File: src/hw/rtl/sscd_pkg.sv
`timescale 1ns / 1ps
// ----------------------------------------------------------------------------
// sscd_pkg
// Shared constants, codes and types of the serial set-command decoder.
// ----------------------------------------------------------------------------
package sscd_pkg;

	// raw line length limit, bytes per line before overflow is LINE_CAPACITY-1
	localparam int LINE_CAPACITY = 64;
	localparam int RAW_W         = $clog2(LINE_CAPACITY);

	// normalized text tracking: six positions, only the first five are examined
	localparam int NORM_KEEP  = 6;
	localparam int NORM_STORE = 5;
	localparam int NORM_W     = $clog2(NORM_KEEP + 1);

	// status codes
	localparam logic [2:0] ST_SET_OK     = 3'd0;
	localparam logic [2:0] ST_BAD_SYNTAX = 3'd1;
	localparam logic [2:0] ST_BAD_TARGET = 3'd2;
	localparam logic [2:0] ST_BAD_CMD    = 3'd3;
	localparam logic [2:0] ST_OVERFLOW   = 3'd4;

	// target codes
	localparam logic [2:0] TGT_OUT1 = 3'd0;
	localparam logic [2:0] TGT_OUT2 = 3'd1;
	localparam logic [2:0] TGT_OUT3 = 3'd2;
	localparam logic [2:0] TGT_5V   = 3'd3;
	localparam logic [2:0] TGT_BLUE = 3'd4;
	localparam logic [2:0] TGT_RED  = 3'd5;

	// characters
	localparam logic [7:0] CH_NUL   = 8'h00;
	localparam logic [7:0] CH_TAB   = 8'h09;
	localparam logic [7:0] CH_LF    = 8'h0A;
	localparam logic [7:0] CH_CR    = 8'h0D;
	localparam logic [7:0] CH_SPACE = 8'h20;
	localparam logic [7:0] CH_0     = 8'h30;
	localparam logic [7:0] CH_1     = 8'h31;
	localparam logic [7:0] CH_2     = 8'h32;
	localparam logic [7:0] CH_3     = 8'h33;
	localparam logic [7:0] CH_5     = 8'h35;
	localparam logic [7:0] CH_B     = 8'h42;
	localparam logic [7:0] CH_R     = 8'h52;
	localparam logic [7:0] CH_S     = 8'h53;
	localparam logic [7:0] CH_LOW_A = 8'h61;
	localparam logic [7:0] CH_LOW_Z = 8'h7A;
	localparam logic [7:0] CASE_OFS = 8'h20;

	// normalized line snapshot
	typedef struct packed {
		logic                             overflowed;
		logic [NORM_W-1:0]                norm_count;
		logic [NORM_W-1:0]                text_end_pos;
		logic [NORM_STORE-1:0][7:0]       chars;
	} line_t;

	// decoded line end result
	typedef struct packed {
		logic       produce;
		logic [2:0] status;
		logic [2:0] target;
		logic       level;
	} res_t;

endpackage

File: src/hw/rtl/sscd_decode.sv
`timescale 1ns / 1ps
// ----------------------------------------------------------------------------
// sscd_decode
// Classifies a finished normalized line into a status, target and level.
// ----------------------------------------------------------------------------
module sscd_decode (
	input  sscd_pkg::line_t line,
	output sscd_pkg::res_t  res
);

	logic [sscd_pkg::NORM_W-1:0] text_len;

	assign text_len = (line.text_end_pos < line.norm_count) ? line.text_end_pos
		: line.norm_count;

	always_comb begin
		res.produce = line.overflowed || (line.norm_count != '0);
		res.status  = sscd_pkg::ST_SET_OK;
		res.target  = sscd_pkg::TGT_OUT1;
		res.level   = 1'b0;
		if (line.overflowed) begin
			res.status = sscd_pkg::ST_OVERFLOW;
		end else if (line.chars[0] != sscd_pkg::CH_S) begin
			res.status = sscd_pkg::ST_BAD_CMD;
		end else if (text_len != sscd_pkg::NORM_W'(5)
				|| line.chars[1] != sscd_pkg::CH_SPACE
				|| line.chars[3] != sscd_pkg::CH_SPACE
				|| (line.chars[4] != sscd_pkg::CH_0 && line.chars[4] != sscd_pkg::CH_1)) begin
			res.status = sscd_pkg::ST_BAD_SYNTAX;
		end else begin
			res.level = (line.chars[4] == sscd_pkg::CH_1);
			case (line.chars[2])
				sscd_pkg::CH_1: res.target = sscd_pkg::TGT_OUT1;
				sscd_pkg::CH_2: res.target = sscd_pkg::TGT_OUT2;
				sscd_pkg::CH_3: res.target = sscd_pkg::TGT_OUT3;
				sscd_pkg::CH_5: res.target = sscd_pkg::TGT_5V;
				sscd_pkg::CH_B: res.target = sscd_pkg::TGT_BLUE;
				sscd_pkg::CH_R: res.target = sscd_pkg::TGT_RED;
				default: begin
					res.status = sscd_pkg::ST_BAD_TARGET;
					res.level  = 1'b0;
				end
			endcase
		end
	end

endmodule

File: src/hw/rtl/serial_set_command_decoder_unit.sv
`timescale 1ns / 1ps
// ----------------------------------------------------------------------------
// serial_set_command_decoder_unit
// Line assembler and decoder for "S <target> <level>" serial commands.
// ----------------------------------------------------------------------------
// Each input beat carries one received byte. The byte is captured in an input
// register and is then folded into the line state (raw length, overflow flag,
// normalized first characters) by a single pass of logic; CR or LF ends the
// line and loads at most one result beat into the output register.
// Throughput is one byte per clock: a byte is held back only when it is a
// line end and the output register still holds an untaken result. A line-end
// byte passes through the input register, and its result beat is then loaded
// into the output register.
// There is no clearing pass after reset.
// ----------------------------------------------------------------------------
module serial_set_command_decoder_unit (
	input  logic       clk,
	input  logic       arst_n,
	// byte input channel
	input  logic       in_valid,
	output logic       in_stall,
	input  logic [7:0] data_byte,
	// result output channel
	output logic       out_valid,
	input  logic       out_stall,
	output logic [2:0] status,
	output logic [2:0] target,
	output logic       level
);

	// input register
	logic                        valid_s1;
	logic [7:0]                  data_s1;

	// line state
	logic [sscd_pkg::RAW_W-1:0]  raw_count_q;
	logic                        space_pending_q;
	sscd_pkg::line_t             line_q;

	// next-state and decode
	logic [sscd_pkg::RAW_W-1:0]  raw_count_d;
	logic                        space_pending_d;
	sscd_pkg::line_t             line_d;
	sscd_pkg::res_t              res;
	logic                        is_eol;
	logic                        block;
	logic                        fire_s1;
	logic [7:0]                  upper;

	// output register
	logic                        out_valid_q;
	logic [2:0]                  status_q;
	logic [2:0]                  target_q;
	logic                        level_q;

	// add one character to the normalized text, saturating at six positions
	function automatic sscd_pkg::line_t append(input sscd_pkg::line_t l,
			input logic [7:0] c);
		sscd_pkg::line_t r;
		r = l;
		if (l.norm_count < sscd_pkg::NORM_W'(sscd_pkg::NORM_KEEP)) begin
			if (l.norm_count < sscd_pkg::NORM_W'(sscd_pkg::NORM_STORE))
				r.chars[l.norm_count] = c;
			if (c == sscd_pkg::CH_NUL
					&& l.text_end_pos == sscd_pkg::NORM_W'(sscd_pkg::NORM_KEEP))
				r.text_end_pos = l.norm_count;
			r.norm_count = l.norm_count + sscd_pkg::NORM_W'(1);
		end
		return r;
	endfunction

	assign is_eol  = (data_s1 == sscd_pkg::CH_CR) || (data_s1 == sscd_pkg::CH_LF);
	// a line end waits only while an untaken result sits in the output register
	assign block   = valid_s1 && is_eol && out_valid_q && out_stall;
	assign fire_s1 = valid_s1 && !block;
	assign in_stall = block;

	// fold a letter to upper case
	assign upper = (data_s1 inside {[sscd_pkg::CH_LOW_A:sscd_pkg::CH_LOW_Z]})
		? data_s1 - sscd_pkg::CASE_OFS : data_s1;

	sscd_decode u_decode (
		.line (line_q),
		.res  (res)
	);

	// per-byte line update
	always_comb begin
		raw_count_d     = raw_count_q;
		space_pending_d = space_pending_q;
		line_d          = line_q;
		if (is_eol) begin
			raw_count_d         = '0;
			space_pending_d     = 1'b0;
			line_d.overflowed   = 1'b0;
			line_d.norm_count   = '0;
			line_d.text_end_pos = sscd_pkg::NORM_W'(sscd_pkg::NORM_KEEP);
		end else if (!line_q.overflowed) begin
			if (raw_count_q == sscd_pkg::RAW_W'(sscd_pkg::LINE_CAPACITY - 1)) begin
				line_d.overflowed = 1'b1;
			end else begin
				raw_count_d = raw_count_q + sscd_pkg::RAW_W'(1);
				if (data_s1 == sscd_pkg::CH_SPACE || data_s1 == sscd_pkg::CH_TAB) begin
					// blanks only count once text has started
					space_pending_d = (line_q.norm_count != '0);
				end else begin
					if (space_pending_q)
						line_d = append(line_d, sscd_pkg::CH_SPACE);
					space_pending_d = 1'b0;
					line_d = append(line_d, upper);
				end
			end
		end
	end

	// input register
	always_ff @(posedge clk or negedge arst_n) begin
		if (!arst_n) begin
			valid_s1 <= 1'b0;
			data_s1  <= '0;
		end else if (!in_stall) begin
			valid_s1 <= in_valid;
			data_s1  <= data_byte;
		end
	end

	// line state
	always_ff @(posedge clk or negedge arst_n) begin
		if (!arst_n) begin
			raw_count_q     <= '0;
			space_pending_q <= 1'b0;
			line_q          <= '{overflowed: 1'b0, norm_count: '0,
				text_end_pos: sscd_pkg::NORM_W'(sscd_pkg::NORM_KEEP), chars: '0};
		end else if (fire_s1) begin
			raw_count_q     <= raw_count_d;
			space_pending_q <= space_pending_d;
			line_q          <= line_d;
		end
	end

	// result register
	always_ff @(posedge clk or negedge arst_n) begin
		if (!arst_n) begin
			out_valid_q <= 1'b0;
			status_q    <= sscd_pkg::ST_SET_OK;
			target_q    <= sscd_pkg::TGT_OUT1;
			level_q     <= 1'b0;
		end else if (fire_s1 && is_eol && res.produce) begin
			out_valid_q <= 1'b1;
			status_q    <= res.status;
			target_q    <= res.target;
			level_q     <= res.level;
		end else if (!out_stall) begin
			out_valid_q <= 1'b0;
		end
	end

	assign out_valid = out_valid_q;
	assign status    = status_q;
	assign target    = target_q;
	assign level     = level_q;

	// a new result never lands on a stalled one
	assert property (@(posedge clk) disable iff (!arst_n)
		fire_s1 && is_eol && res.produce |-> !(out_valid_q && out_stall))
		else $error("result register overwritten while stalled");

	// a line end clears the raw count, normalized length, overflow flag and pending blank
	assert property (@(posedge clk) disable iff (!arst_n)
		fire_s1 && is_eol |=> raw_count_q == '0 && line_q.norm_count == '0
			&& !line_q.overflowed && !space_pending_q)
		else $error("line state not cleared at line end");

	// normalized length saturates at six
	assert property (@(posedge clk) disable iff (!arst_n)
		line_q.norm_count <= sscd_pkg::NORM_W'(sscd_pkg::NORM_KEEP))
		else $error("normalized length beyond six");

	// raw length never passes the capacity limit
	assert property (@(posedge clk) disable iff (!arst_n)
		raw_count_q <= sscd_pkg::RAW_W'(sscd_pkg::LINE_CAPACITY - 1))
		else $error("raw length beyond capacity");

	// blank run pending only once text has started
	assert property (@(posedge clk) disable iff (!arst_n)
		space_pending_q |-> line_q.norm_count != '0)
		else $error("pending blank with no text");

endmodule
File: config.mk
export PLATFORM = sky130hd
export DESIGN_NAME = serial_set_command_decoder_unit
export DESIGN_NICKNAME = d
export VERILOG_FILES = /design/src/hw/rtl/sscd_pkg.sv /design/src/hw/rtl/sscd_decode.sv /design/src/hw/rtl/serial_set_command_decoder_unit.sv
export SDC_FILE = /design/constraint.sdc
export NUM_CORES = 1
export LEC_CHECK = 0
export ABC_CLOCK_PERIOD_IN_PS = 5200
export BUFFER_PORTS_ARGS = -buffer_cell sky130_fd_sc_hd__buf_2
export CAP_MARGIN = 20
export CORE_ASPECT_RATIO = 0.8
export CORE_UTILIZATION = 60
export CTS_BUF_LIST = sky130_fd_sc_hd__clkbuf_4
export DETAILED_ROUTE_END_ITERATION = 16
export GPL_TIMING_DRIVEN = 1
export PLACE_DENSITY = 0.8
export RECOVER_POWER = 100
export SYNTH_ARGS = -nofsm -noshare
export SYNTH_HDL_FRONTEND = slang
export SYNTH_SLANG_ARGS = --single-unit
File: constraint.sdc
create_clock -name clk -period 5.2 [get_ports clk]
set_input_delay 1.04 -clock clk [delete_from_list [all_inputs] [get_ports clk]]
set_output_delay 1.04 -clock clk [all_outputs]
set_load 0.05 [all_outputs]
Word-level counts from Yosys, hierarchy flattened

Index checks and enable logic that the tools add are counted.

Bits in registers: 71
Bits of input ports: 12
Logic and storage cells: 126

$add $sub $neg: 4
$lt $le $gt $ge: 11
Equal/unequal tests: 23
Muxes and demuxes: 41
Bitwise gates (word level): 7
Reductions and logical operators: 24

Operators with widths:

| kind               | count |
|---|---|
| $mux 47            | 6 |
| $mux 46            | 3 |
| $mux 40            | 3 |
| $demux 8 s3        | 2 |
| $eq 8x6->1 const B | 6 |
| $bwmux 40          | 1 |
| $and 35x35->35     | 1 |
| $not 35->35        | 1 |
| $ne 8x6->1 const B | 4 |
| $eq 8x4->1 const B | 3 |
| $mux 8             | 3 |
| $mux 3             | 6 |
| $mux 6             | 3 |
| $eq 8x7->1 const B | 2 |
| $pmux 3 s5         | 1 |
| $lt 3x3->1 const B | 4 |
| $mux 4             | 3 |
| $logic_and 1x1->1  | 11 |
| $ge 8x7->1 const B | 1 |
| $le 8x7->1 const B | 1 |
| $logic_not 8->1    | 1 |
| $lt 3x4->1 const B | 2 |
| $mux 1             | 8 |
| $ne 8x7->1 const B | 1 |
| 21 further kinds   | 33 |

Depth between registers and ports, before layout

Gate-level depths: netlist of run 1.

Depth after elaboration: 24
Depth in mapped cells: 10

Modules after synthesis

From an unflattened synthesis of run 1, not the netlist that was laid out.

Cells, all modules: 365
Area, all modules: 3,824.9 µm²

By module, submodules not included:

| module                          | times used | cells each | area each (µm²) |
|---|---|---|---|
| serial_set_command_decoder_unit | 1          | 317        | 3,472.1 |
| sscd_decode                     | 1          | 48         | 352.8 |

Least setup slack after synthesis of run 1

OpenSTA, ideal clock, no wires.

Path type: input-to-output
From: input port out_stall
To: output port in_stall
Arrival: 1.692 ns
Data required time: 4.160 ns
Slack: 2.468 ns
Stages on the path: 3
Path through: nand4_1 > clkbuf_1 > inv_1

Word-level cells in the longest chain between the ends: 1

RTL lines:

| item              | line                                  | source |
|---|---|---|
| from (decl)       | serial_set_command_decoder_unit.sv:25 | `input logic out_stall,` |
| $logic_and 1x1->1 | serial_set_command_decoder_unit.sv:74 | `assign block = valid_s1 && is_eol && out_valid_q && out_stall;` |
| to (decl)         | serial_set_command_decoder_unit.sv:21 | `output logic in_stall,` |

No other way between the ends.

Worst setup path in the final report of run 1

From: register data_s1[2]
To: output port in_stall

Word-level cells in the longest chain between the ends: 5

RTL lines:

| item                               | line                                   | source |
|---|---|---|
| from (decl)                        | serial_set_command_decoder_unit.sv:33  | `logic [7:0] data_s1;` |
| from (signal assigned)             | serial_set_command_decoder_unit.sv:123 | `data_s1 <= data_byte;` |
| $eq 8x4->1                         | serial_set_command_decoder_unit.sv:72  | `assign is_eol = (data_s1 == sscd_pkg::CH_CR) \|\| (data_s1 == sscd_pkg::CH_LF);` |
| $logic_or 1x1->1 (*)               | serial_set_command_decoder_unit.sv:72  |  |
| $logic_and 1x1->1 (*) (3 in a row) | serial_set_command_decoder_unit.sv:74  |  |

Mark *: on every way between the ends. The rest lies on a longest branch, timed or not.

==> results.sh, run 1 <==
export IMPL_outcome="finished, violations left"
export IMPL_violations="capacitance limit, slew limit"
export IMPL_synth_ff_type="dfrtp_1"
export IMPL_yosys_top_cells_area="dfrtp_1 (47%), a22o_1 (9.0%), ha_1 (3.0%), o21ai_0 (2.8%), nand2_1 (2.7%)"
export IMPL_drive_above_1_share_pct=10.7
export IMPL_critPathCaptureType="output port"
export IMPL_power_leakage_nw=1.76
export IMPL_grt_max_degree=39
export IMPL_ant_nets=0
export IMPL_numCtsBuffers=9
export IMPL_start_kind="flop"
export IMPL_seq_area_frac_synth_pct=48.1
export IMPL_drt_iter0_markers=322
export IMPL_synthArstFlopShare_pct=100
export IMPL_io_buffer_count=20
export IMPL_cts_sinks=71
export IMPL_critical_path_class="flop to output port"
export IMPL_r2r_start="data_s1[2]"
export IMPL_hold_path_class="flop to flop"
export IMPL_finalClockSkew_ns=0.0200
export IMPL_relSlewSlack_pct=-31.3
export IMPL_hp_start="target[1]"
export IMPL_maxClockFrequency_ghz=0.261
export IMPL_min_to="target[1]"
export IMPL_synth_top_cell_area_share_pct=46.7
export IMPL_drc=0
export IMPL_routed_top_layer="met4"
export IMPL_fin_cells=455
export IMPL_wl_per_cell_um=19.6
export IMPL_ios=21
export IMPL_synth_seq_cells=71
export IMPL_syn_nets=375
export IMPL_maxCapViolCount=2
export IMPL_n_antenna_cell=0
export IMPL_worstPathArrival_ns=2.79
export IMPL_htree_levels=3
export IMPL_dpl_instance_area_um2=3830
export IMPL_p_per_area_nw_per_um2=451
export IMPL_start_util_pct=62.3
export IMPL_wl_met1_um=4210
export IMPL_avgSynthCellArea_um2=10.5
export IMPL_r2r_end="raw_count_q[4]"
export IMPL_nets=390
export IMPL_setup_violations=0
export IMPL_mostFrequentLayoutCell="dfrtp_1"
export IMPL_grt_usage_pct=30.1
export IMPL_postCtsSetupRepairBufs=0
export IMPL_placed_cells=439
export IMPL_dr_total_vias=3036
export IMPL_rows=25
export IMPL_hpwl_um=6240
export IMPL_dr_wl_met2_um=3950
export IMPL_pwr_share_comb_pct=27.5
export IMPL_cts_tree="done"
export IMPL_fp_dieH_um=72.2
export IMPL_clock_latency_ns=0.44
export IMPL_yosys_warnings=0
export IMPL_grt_pass1_vias=2806
export IMPL_p_int_mw=1.16
export IMPL_met3_length_um=573
export IMPL_crit_start="data_s1[2]"
export IMPL_cts_resized=0
export IMPL_p_sw_share_pct=35.3
export IMPL_cts_buffer_depth=2
export IMPL_hold_depth=2
export IMPL_hold_buffers=0
export IMPL_vdd_drop_max_uv=277
export IMPL_synth_largest_area_cell="dfrtp_1"
export IMPL_power_net_switching_uw=630
export IMPL_setup_tns_ns=0
export IMPL_die_w_um=89.8
export IMPL_rsz0062_at_grt="false"
export IMPL_final_fill_count=500
export IMPL_whs_ns=0.508
export IMPL_netlist_instances=354
export IMPL_first_pass_iters=5
export IMPL_p_seq_share_pct=49.8
export IMPL_synth_edf_count=0
export IMPL_critPathMaxFanout=12
export IMPL_regToRegSetupSlack_ns=2.20
export IMPL_grt_pass1_wl_um=14600
export IMPL_clockRootBuffer="clkbuf_4"
export IMPL_postLayoutCellArea_um2=3960
export IMPL_gp_congestion=0.867
export IMPL_dieArea_um2=6490
export IMPL_ff2ff_path_depth=5
export IMPL_coreArea_um2=5940
export IMPL_fin_crit_ns=3.83
export IMPL_worst_pin_slew_ns=1.97
export IMPL_clk_pin_slew_ns=0.12
export IMPL_antenna_found_initial=0
export IMPL_final_cell_mix="dfrtp_1 (69), a22o_1 (38), nand2_1 (27)"
export IMPL_required_ns=4.16
export IMPL_drv_slew=74
export IMPL_ys_types=59
export IMPL_clkPwrFrac_pct=22.8
export IMPL_min_period_over_period_pct=73.7
export IMPL_via_per_inst=6.67
export IMPL_syn_area_um2=3700
export IMPL_hold_viol=0
export IMPL_syn_to_final_growth_pct=7.00
export IMPL_routed_wl_um=8930
export IMPL_grt_ovfl_total=0
[worst max path at each step]
stage | cells past startpoint | endpoint
CTS | 5 | in_stall
detailed placement | 5 | in_stall
global route | 2 | target[2]
floorplan | 3 | in_stall
finish | 5 | in_stall
global placement | 5 | in_stall
[Yosys cell counts, drive strengths merged, types with 2 or more instances]
master / number
nor3: 5
a32o: 2
or3: 3
nand2: 27
and3: 4
o21ai: 21
dfstp: 2
a22o: 38
inv: 15
and2: 5
a21o: 2
a41o: 2
o31a: 2
dfrtp: 69
and4: 2
nand3: 13
nand3b: 2
o41ai: 4
mux2: 6
nor2b: 8
nor4b: 3
o2111ai: 3
buf: 9
ha: 9
nand4: 5
o211a: 2
nor3b: 7
a31oi: 3
o22ai: 5
o31ai: 4
a32oi: 4
o211ai: 4
nand2b: 6
clkbuf: 8
a22oi: 4
a21oi: 10
a21boi: 2
nor2: 12
nor4: 6
[critical path: stages (launching register included)]
cell	delay, ns
dfrtp_1	0.58
nor3b_1	0.56
o211a_1	0.26
nand4_1	0.35
inv_1	0.14
clkbuf_1	0.47
[power by group through the flow]
| stage | Combinational [mW] | Clock [mW] | Sequential [mW] |
|---|---|---|---|
| final | 0.491 | 0.407 | 0.889 |
| after global routing | 0.553 | 0.433 | 0.912 |
| after CTS | 0.495 | 0.408 | 0.884 |
| after detailed placement | 0.493 | 0 | 0.891 |
| after global placement | 0.477 | 0 | 0.883 |
| after floorplan | 0.398 | 0 | 0.842 |
[layout make-up]
type	instances	area, um2	area share (%)
sequential	71	1780	44.9
multi-input combinational	251	1770	44.6
tap	81	101	2.56
clock inverter	7	96.3	2.43
timing repair buffer	21	91.3	2.31
clock buffer	9	67.6	1.71
inverter	15	56.3	1.42
[through the flow]
step,total power [mW],utilization (%),setup slack (ns)
global placement,1.36,64.5,2.16
floorplan,1.24,-,2.47
CTS,1.79,67.3,1.58
global route,1.90,66.6,0.768
detailed placement,1.38,64.5,2.08
finish,1.79,66.6,1.37
[routing by layer]
layer  track usage [%]  vias up
met5                 0        -
met4              10.0        0
met3              6.18       22
met2              46.3      121
met1              43.3     1503
li1                  -     1390
[flip-flops by register name, summed over array words and instances, names as in the netlist]
register / flops
out_valid: 1
data_s1: 8
line_q: 47
space_pending_q: 1
level: 1
target: 3
status: 3
raw_count_q: 6
valid_s1: 1
[cells by family after synthesis]
group,synth area share [%]
adder cells (fa/ha/maj),3.04
multiplexers,2.10
flip-flops,48.1
AND/OR/NAND/NOR,18.2
buffers and inverters,3.52
XOR/XNOR,0.474
AO/OA/AOI/OAI,24.6
(Power assumes the default switching activity.)
==> run 2: changes to the inputs <==
- ABC_AREA: default -> 1
- ABC_CLOCK_PERIOD_IN_PS: 5200 -> 3700
- PLACE_DENSITY: 0.8 -> 0.79
- clock period: 5.2 -> 3.7 ns (I/O delays scaled with it)
==> results.sh, run 2 <==
export IMPL_outcome="finished, violations left"
export IMPL_violations="capacitance limit, slew limit"
export IMPL_clkPwrFrac_pct=22.5
export IMPL_rows=26
export IMPL_drv_slew=73
export IMPL_synth_xor_area_share_pct=1.09
export IMPL_routed_wl_um=9740
export IMPL_synth_top_cell_area_share_pct=41.7
export IMPL_power_leakage_nw=2.09
export IMPL_hp_start="status[2]"
export IMPL_top_regs="line_q x47, data_s1 x8, raw_count_q x6"
export IMPL_syn_to_final_growth_pct=6.38
export IMPL_min_period_over_period_pct=85.4
export IMPL_fp_dieH_um=76.3
export IMPL_p_int_mw=1.78
export IMPL_top_usage_layer="met2"
export IMPL_ios=21
export IMPL_gp_congestion=0.868
export IMPL_p_sw_share_pct=42.9
export IMPL_clock_latency_ns=0.43
export IMPL_pwr_share_comb_pct=40.7
export IMPL_use_met3_pct=8.18
export IMPL_synth_compound_area_share_pct=17.8
export IMPL_finalClockSkew_ns=0.0208
export IMPL_critPathCaptureType="output port"
export IMPL_cts_tree="done"
export IMPL_critical_path_class="flop to output port"
export IMPL_htree_levels=3
export IMPL_dieArea_um2=7240
export IMPL_cts_resized=0
export IMPL_syn_nets=562
export IMPL_clockRootBuffer="clkbuf_4"
export IMPL_synth_edf_count=0
export IMPL_grt_ovfl_total=0
export IMPL_grtUsageMet1_pct=38.5
export IMPL_fin_crit_ns=3.16
export IMPL_worst_pin_slew_ns=2.10
export IMPL_multiInputGateArea_um2=1930
export IMPL_synth_commonest_cells="nand2_1 (132), dfrtp_1 (69), inv_1 (65)"
export IMPL_clk_pin_slew_ns=0.11
export IMPL_regMostFlops="line_q"
export IMPL_n_antenna_cell=0
export IMPL_required_ns=2.96
export IMPL_postLayoutCellArea_um2=4400
export IMPL_critPathMaxFanout=13
export IMPL_start_kind="flop"
export IMPL_dr_total_vias=3763
export IMPL_final_fill_count=549
export IMPL_largest_reg_flops=47
export IMPL_seqCellArea_um2=1780
export IMPL_relSlewSlack_pct=-39.7
export IMPL_rsz0062_at_grt="false"
export IMPL_drc=0
export IMPL_p_per_area_nw_per_um2=708
export IMPL_drive_above_1_share_pct=9.41
export IMPL_yosysMostFrequentCell="nand2_1"
export IMPL_dpl_instance_area_um2=4250
export IMPL_final_cell_mix="nand2_1 (133), o21ai_0 (78), dfrtp_1 (69)"
export IMPL_wl_per_cell_um=15.1
export IMPL_power_net_switching_mw=1.34
export IMPL_hold_path_class="flop to flop"
export IMPL_grt_pass1_vias=3601
export IMPL_grt_pass1_wl_um=16600
export IMPL_nets=579
export IMPL_first_pass_iters=5
export IMPL_antenna_found_initial=0
export IMPL_mostFrequentLayoutCell="nand2_1"
export IMPL_hold_depth=2
export IMPL_drt_iter0_markers=264
export IMPL_postCtsSetupRepairBufs=0
export IMPL_synth_simple_area_share_pct=25.8
export IMPL_numCtsBuffers=9
export IMPL_postLayoutCoreUtil_pct=67.4
export IMPL_setup_violations=0
export IMPL_synth_ff_type="dfrtp_1"
export IMPL_syn_area_um2=4140
export IMPL_coreArea_um2=6540
export IMPL_regToRegSetupSlack_ns=0.70
export IMPL_ff2ff_path_depth=9
export IMPL_synth_fa_ha_area_share_pct=2.72
export IMPL_hpwl_um=6760
export IMPL_hold_viol=0
export IMPL_synth_largest_area_cell="dfrtp_1"
export IMPL_worstPathArrival_ns=2.42
export IMPL_vdd_drop_max_uv=328
export IMPL_synthArstFlopShare_pct=100
export IMPL_maxCapViolCount=2
export IMPL_seq_area_frac_synth_pct=43.0
export IMPL_maxClockFrequency_ghz=0.317
export IMPL_grtUsageMet2_pct=46.5
export IMPL_yosys_warnings=0
export IMPL_synth_top_family_by_area="simple AND/OR/NAND/NOR gates"
export IMPL_via_per_inst=5.82
export IMPL_synth_seq_cells=71
export IMPL_p_seq_share_pct=36.8
export IMPL_ys_types=37
export IMPL_grt_max_degree=64
export IMPL_r2r_end="line_q[13]"
export IMPL_avgSynthCellArea_um2=7.65
export IMPL_ant_nets=0
export IMPL_min_to="status[2]"
export IMPL_yosys_top_cells_area="dfrtp_1 (42%), nand2_1 (12%), inv_1 (5.9%), o21ai_0 (5.8%), o211ai_1 (5.4%)"
export IMPL_r2r_start="data_s1[4]"
export IMPL_setup_tns_ns=0
export IMPL_die_w_um=94.9
export IMPL_cts_buffer_depth=2
export IMPL_start_util_pct=63.3
export IMPL_netlist_instances=541
export IMPL_cts_sinks=71
export IMPL_io_buffer_count=20
export IMPL_hold_buffers=0
export IMPL_synth_mux_area_share_pct=0
export IMPL_grt_usage_pct=29.6
==> run 2: changes by cell type in the layout (fill, tap and decap cells not counted), moves of 7 or more <==
cell / before / now
nor3b_1: 7 / 0
nand4_1: 5 / 18
nand3_1: 13 / 24
nor2b_1: 8 / 0
o21ai_0: 21 / 78
o211ai_1: 4 / 30
a22o_1: 38 / 0
o21ai_1: 0 / 8
inv_1: 15 / 67
nor2_1: 12 / 44
nand2_1: 27 / 133
==> run 2: per-stage QoR <==
stage / total power, mW / instances / hold slack, ns / setup slack (ns)
after floorplan: 2.14 / 541 / 0.444 / 1.62
after detailed placement: 2.42 / 631 / 0.458 / 1.23
after global placement: 2.37 / 631 / 0.455 / 1.31
after CTS: 3.13 / 647 / 0.320 / 0.723
final: 3.12 / 647 / 0.485 / 0.541
after global routing: 3.35 / 647 / 0.461 / 0.286
==> run 2: critical path: stages, from the launching register on <==
cell and delay, ns:
dfrtp_1 0.42, inv_1 0.19, nand2_1 0.08, nor3_1 0.21
nand2_1 0.23, nor2_2 0.15, nand2_1 0.27, inv_1 0.16
clkbuf_2 0.29
==> run 2: cells by family (layout without fill, tap and decap cells) <==
kind of cell               after synthesis  in the layout
AOI/OAI and AO/OA                      128            128
xor gates and xnor gates                 3              3
adders and majority gates                9              9
buffers and inverters                   90            112
DFF                                     71             71
and+or+nand+nor                        240            240
==> run 2: how the worst max path moves through the flow <==
stage	from	end	slack, ns	cells past startpoint
4_1_cts	data_s1[4]	in_stall	0.72	8
3_3_place_gp	data_s1[4]	in_stall	1.31	8
2_1_floorplan	data_s1[4]	in_stall	1.62	7
3_5_place_dp	data_s1[4]	in_stall	1.23	8
6_report	data_s1[4]	in_stall	0.54	8
5_1_grt	data_s1[4]	in_stall	0.29	8
==> run 2: per-layer routing <==
metal / wire length, um / part of all wire, % / vias to the layer above
met5: 0 / 0 / -
met4: 250 / 2.6 / 0
met3: 512 / 5.3 / 27
met2: 4540 / 47 / 123
met1: 4440 / 46 / 1791
li1: - / - / 1822
==> run 2: power groups by stage <==
stage / Combinational [mW] / Clock (mW) / Sequential [mW]
CTS: 1.28 / 0.711 / 1.14
detailed placement: 1.27 / 0 / 1.16
finish: 1.27 / 0.701 / 1.15
global placement: 1.22 / 0 / 1.15
global route: 1.44 / 0.742 / 1.17
floorplan: 1.02 / 0 / 1.12
==> run 2: cell type report <==
cell class | instances | area share [%]
clock buffer | 10 | 1.70
clock inverter | 6 | 3.01
inverter | 73 | 6.31
multi-input combinational | 380 | 43.8
sequential | 71 | 40.4
tap | 84 | 2.39
timing repair buffer | 23 | 2.39
==> run 3: changes to the inputs <==
- CORE_MARGIN: default -> 8
==> results.sh, run 3 (synthesized netlist as in run 2, its figures left out) <==
export IMPL_start_util_pct=61.0
export IMPL_hpwl_um=6950
export IMPL_regMostFlops="line_q"
export IMPL_critical_path_class="flop to output port"
export IMPL_p_int_mw=1.71
export IMPL_clkPwrFrac_pct=20.8
export IMPL_drv_slew=30
export IMPL_rows=27
export IMPL_worstPathArrival_ns=2.46
export IMPL_top_regs="line_q x47, data_s1 x8, raw_count_q x6"
export IMPL_cts_tree="done"
export IMPL_rsz0062_at_grt="false"
export IMPL_syn_to_final_growth_pct=5.77
export IMPL_final_fill_count=587
export IMPL_postCtsSetupRepairBufs=0
export IMPL_slowest_delay_ns=0.42
export IMPL_largest_reg_flops=47
export IMPL_critPathCaptureType="output port"
export IMPL_start_kind="flop"
export IMPL_vdd_drop_max_uv=408
export IMPL_first_pass_iters=5
export IMPL_n_antenna_cell=0
export IMPL_multiInputGateArea_um2=1930
export IMPL_min_period_over_period_pct=86.5
export IMPL_setup_violations=0
export IMPL_pwr_share_comb_pct=41.8
export IMPL_power_leakage_nw=2.09
export IMPL_path_cells="inv_1 -> nand2_1 -> nor3_1 -> nand2_4 -> nor2_1 -> nand2_1 -> inv_1 -> clkbuf_2"
export IMPL_critPathMaxFanout=13
export IMPL_routed_wl_um=9620
export IMPL_whs_ns=0.493
export IMPL_antenna_found_initial=0
export IMPL_wl_per_cell_um=14.8
export IMPL_grt_pass1_wl_um=16300
export IMPL_worst_pin_slew_ns=1.61
export IMPL_setup_tns_ns=0
export IMPL_hold_viol=0
export IMPL_via_per_inst=5.66
export IMPL_nets=579
export IMPL_outcome="finished, violations left"
export IMPL_slowest_stage="dfrtp_1"
export IMPL_maxCapViolCount=1
export IMPL_grt_max_degree=64
export IMPL_seqCellArea_um2=1780
export IMPL_cts_resized=0
export IMPL_die_w_um=109
export IMPL_required_ns=2.96
export IMPL_drc=0
export IMPL_hold_path_class="flop to flop"
export IMPL_dr_total_vias=3679
export IMPL_coreArea_um2=6790
export IMPL_p_seq_share_pct=37.5
export IMPL_cts_buffer_depth=2
export IMPL_violations="capacitance limit, slew limit"
export IMPL_mostFrequentLayoutCell="nand2_1"
export IMPL_ios=21
export IMPL_grt_pass1_vias=3473
export IMPL_clockRootBuffer="clkbuf_4"
export IMPL_clk_pin_slew_ns=0.11
export IMPL_htree_levels=3
export IMPL_grt_ovfl_total=0
export IMPL_drive_above_1_share_pct=9.06
export IMPL_finalClockSkew_ns=0.0202
export IMPL_io_buffer_count=20
export IMPL_fin_crit_ns=3.20
export IMPL_gp_congestion=0.877
export IMPL_clock_latency_ns=0.44
export IMPL_numCtsBuffers=9
export IMPL_dieArea_um2=9830
export IMPL_drt_iter0_markers=254
export IMPL_cts_sinks=71
export IMPL_power_net_switching_mw=1.33
export IMPL_relSlewSlack_pct=-7.62
export IMPL_grt_usage_pct=20.6
export IMPL_hold_buffers=0
export IMPL_maxClockFrequency_ghz=0.312
export IMPL_ant_nets=0
export IMPL_fp_dieH_um=90.3
export IMPL_p_per_area_nw_per_um2=694
export IMPL_p_sw_share_pct=43.7
export IMPL_final_cell_mix="nand2_1 (133), o21ai_0 (78), dfrtp_1 (69)"
==> run 3: critical path: cells and delay by family (launching register included) <==
family                 cells  cell delay (ns)
flip-flops                 1             0.42
AND/OR/NAND/NOR            5             1.00
buffers and inverters      3             0.62
==> run 3: final cells by class <==
| class | instances | share of cell area, % |
|---|---|---|
| clock buffers | 10 | 1.71 |
| well taps | 87 | 2.49 |
| multi-input cells | 380 | 44.0 |
| repair buffers | 23 | 2.37 |
| inverters | 73 | 6.34 |
| flip-flops and latches | 71 | 40.6 |
| clock inverters | 6 | 2.46 |
==> run 3: path summary, 6_finish.rpt <==
path	from	end	slack (ns)	depth (start not counted)
setup / recovery	data_s1[4]	in_stall	0.50	8
max in group asynchronous	arst_n	raw_count_q[0]	1.19	2
hold / removal	line_q[30]	line_q[30]	0.49	2
min in group asynchronous	arst_n	line_q[18]	0.69	1
setup reg to reg	data_s1[3]	line_q[27]	0.57	11
hold reg to reg	line_q[30]	line_q[30]	0.49	2
==> run 3: stage by stage <==
| stage | std cells | worst slack, ns | power, mW | util (%) | cell area (um2) |
|---|---|---|---|---|---|
| 3_5_place_dp | 634 | 1.24 | 2.43 | 62.6 | 4250 |
| 4_1_cts | 650 | 0.761 | 3.06 | 65.3 | 4430 |
| 3_3_place_gp | 634 | 1.30 | 2.37 | 62.6 | 4250 |
| 5_1_grt | 650 | 0.292 | 3.27 | 64.5 | 4380 |
| 6_report | 650 | 0.498 | 3.04 | 64.5 | 4380 |
| 2_1_floorplan | 541 | 1.62 | 2.14 | - | 4140 |
==> run 3: per-layer routing <==
layer  vias up  wire length [um]  global-route usage [%]
met5         -                 0                       0
met4         0                98                    5.80
met3        12               538                    5.21
met2        98              4480                    31.9
met1      1754              4500                    27.7
li1       1815                 -                       -
==> run 3: power groups by stage <==
stage          combinational, mW  clock (mW)  sequential [mW]
2_1_floorplan               1.02           0             1.12
3_3_place_gp                1.23           0             1.14
3_5_place_dp                1.28           0             1.15
4_1_cts                     1.29       0.637             1.14
5_1_grt                     1.44       0.673             1.16
6_report                    1.27       0.631             1.14
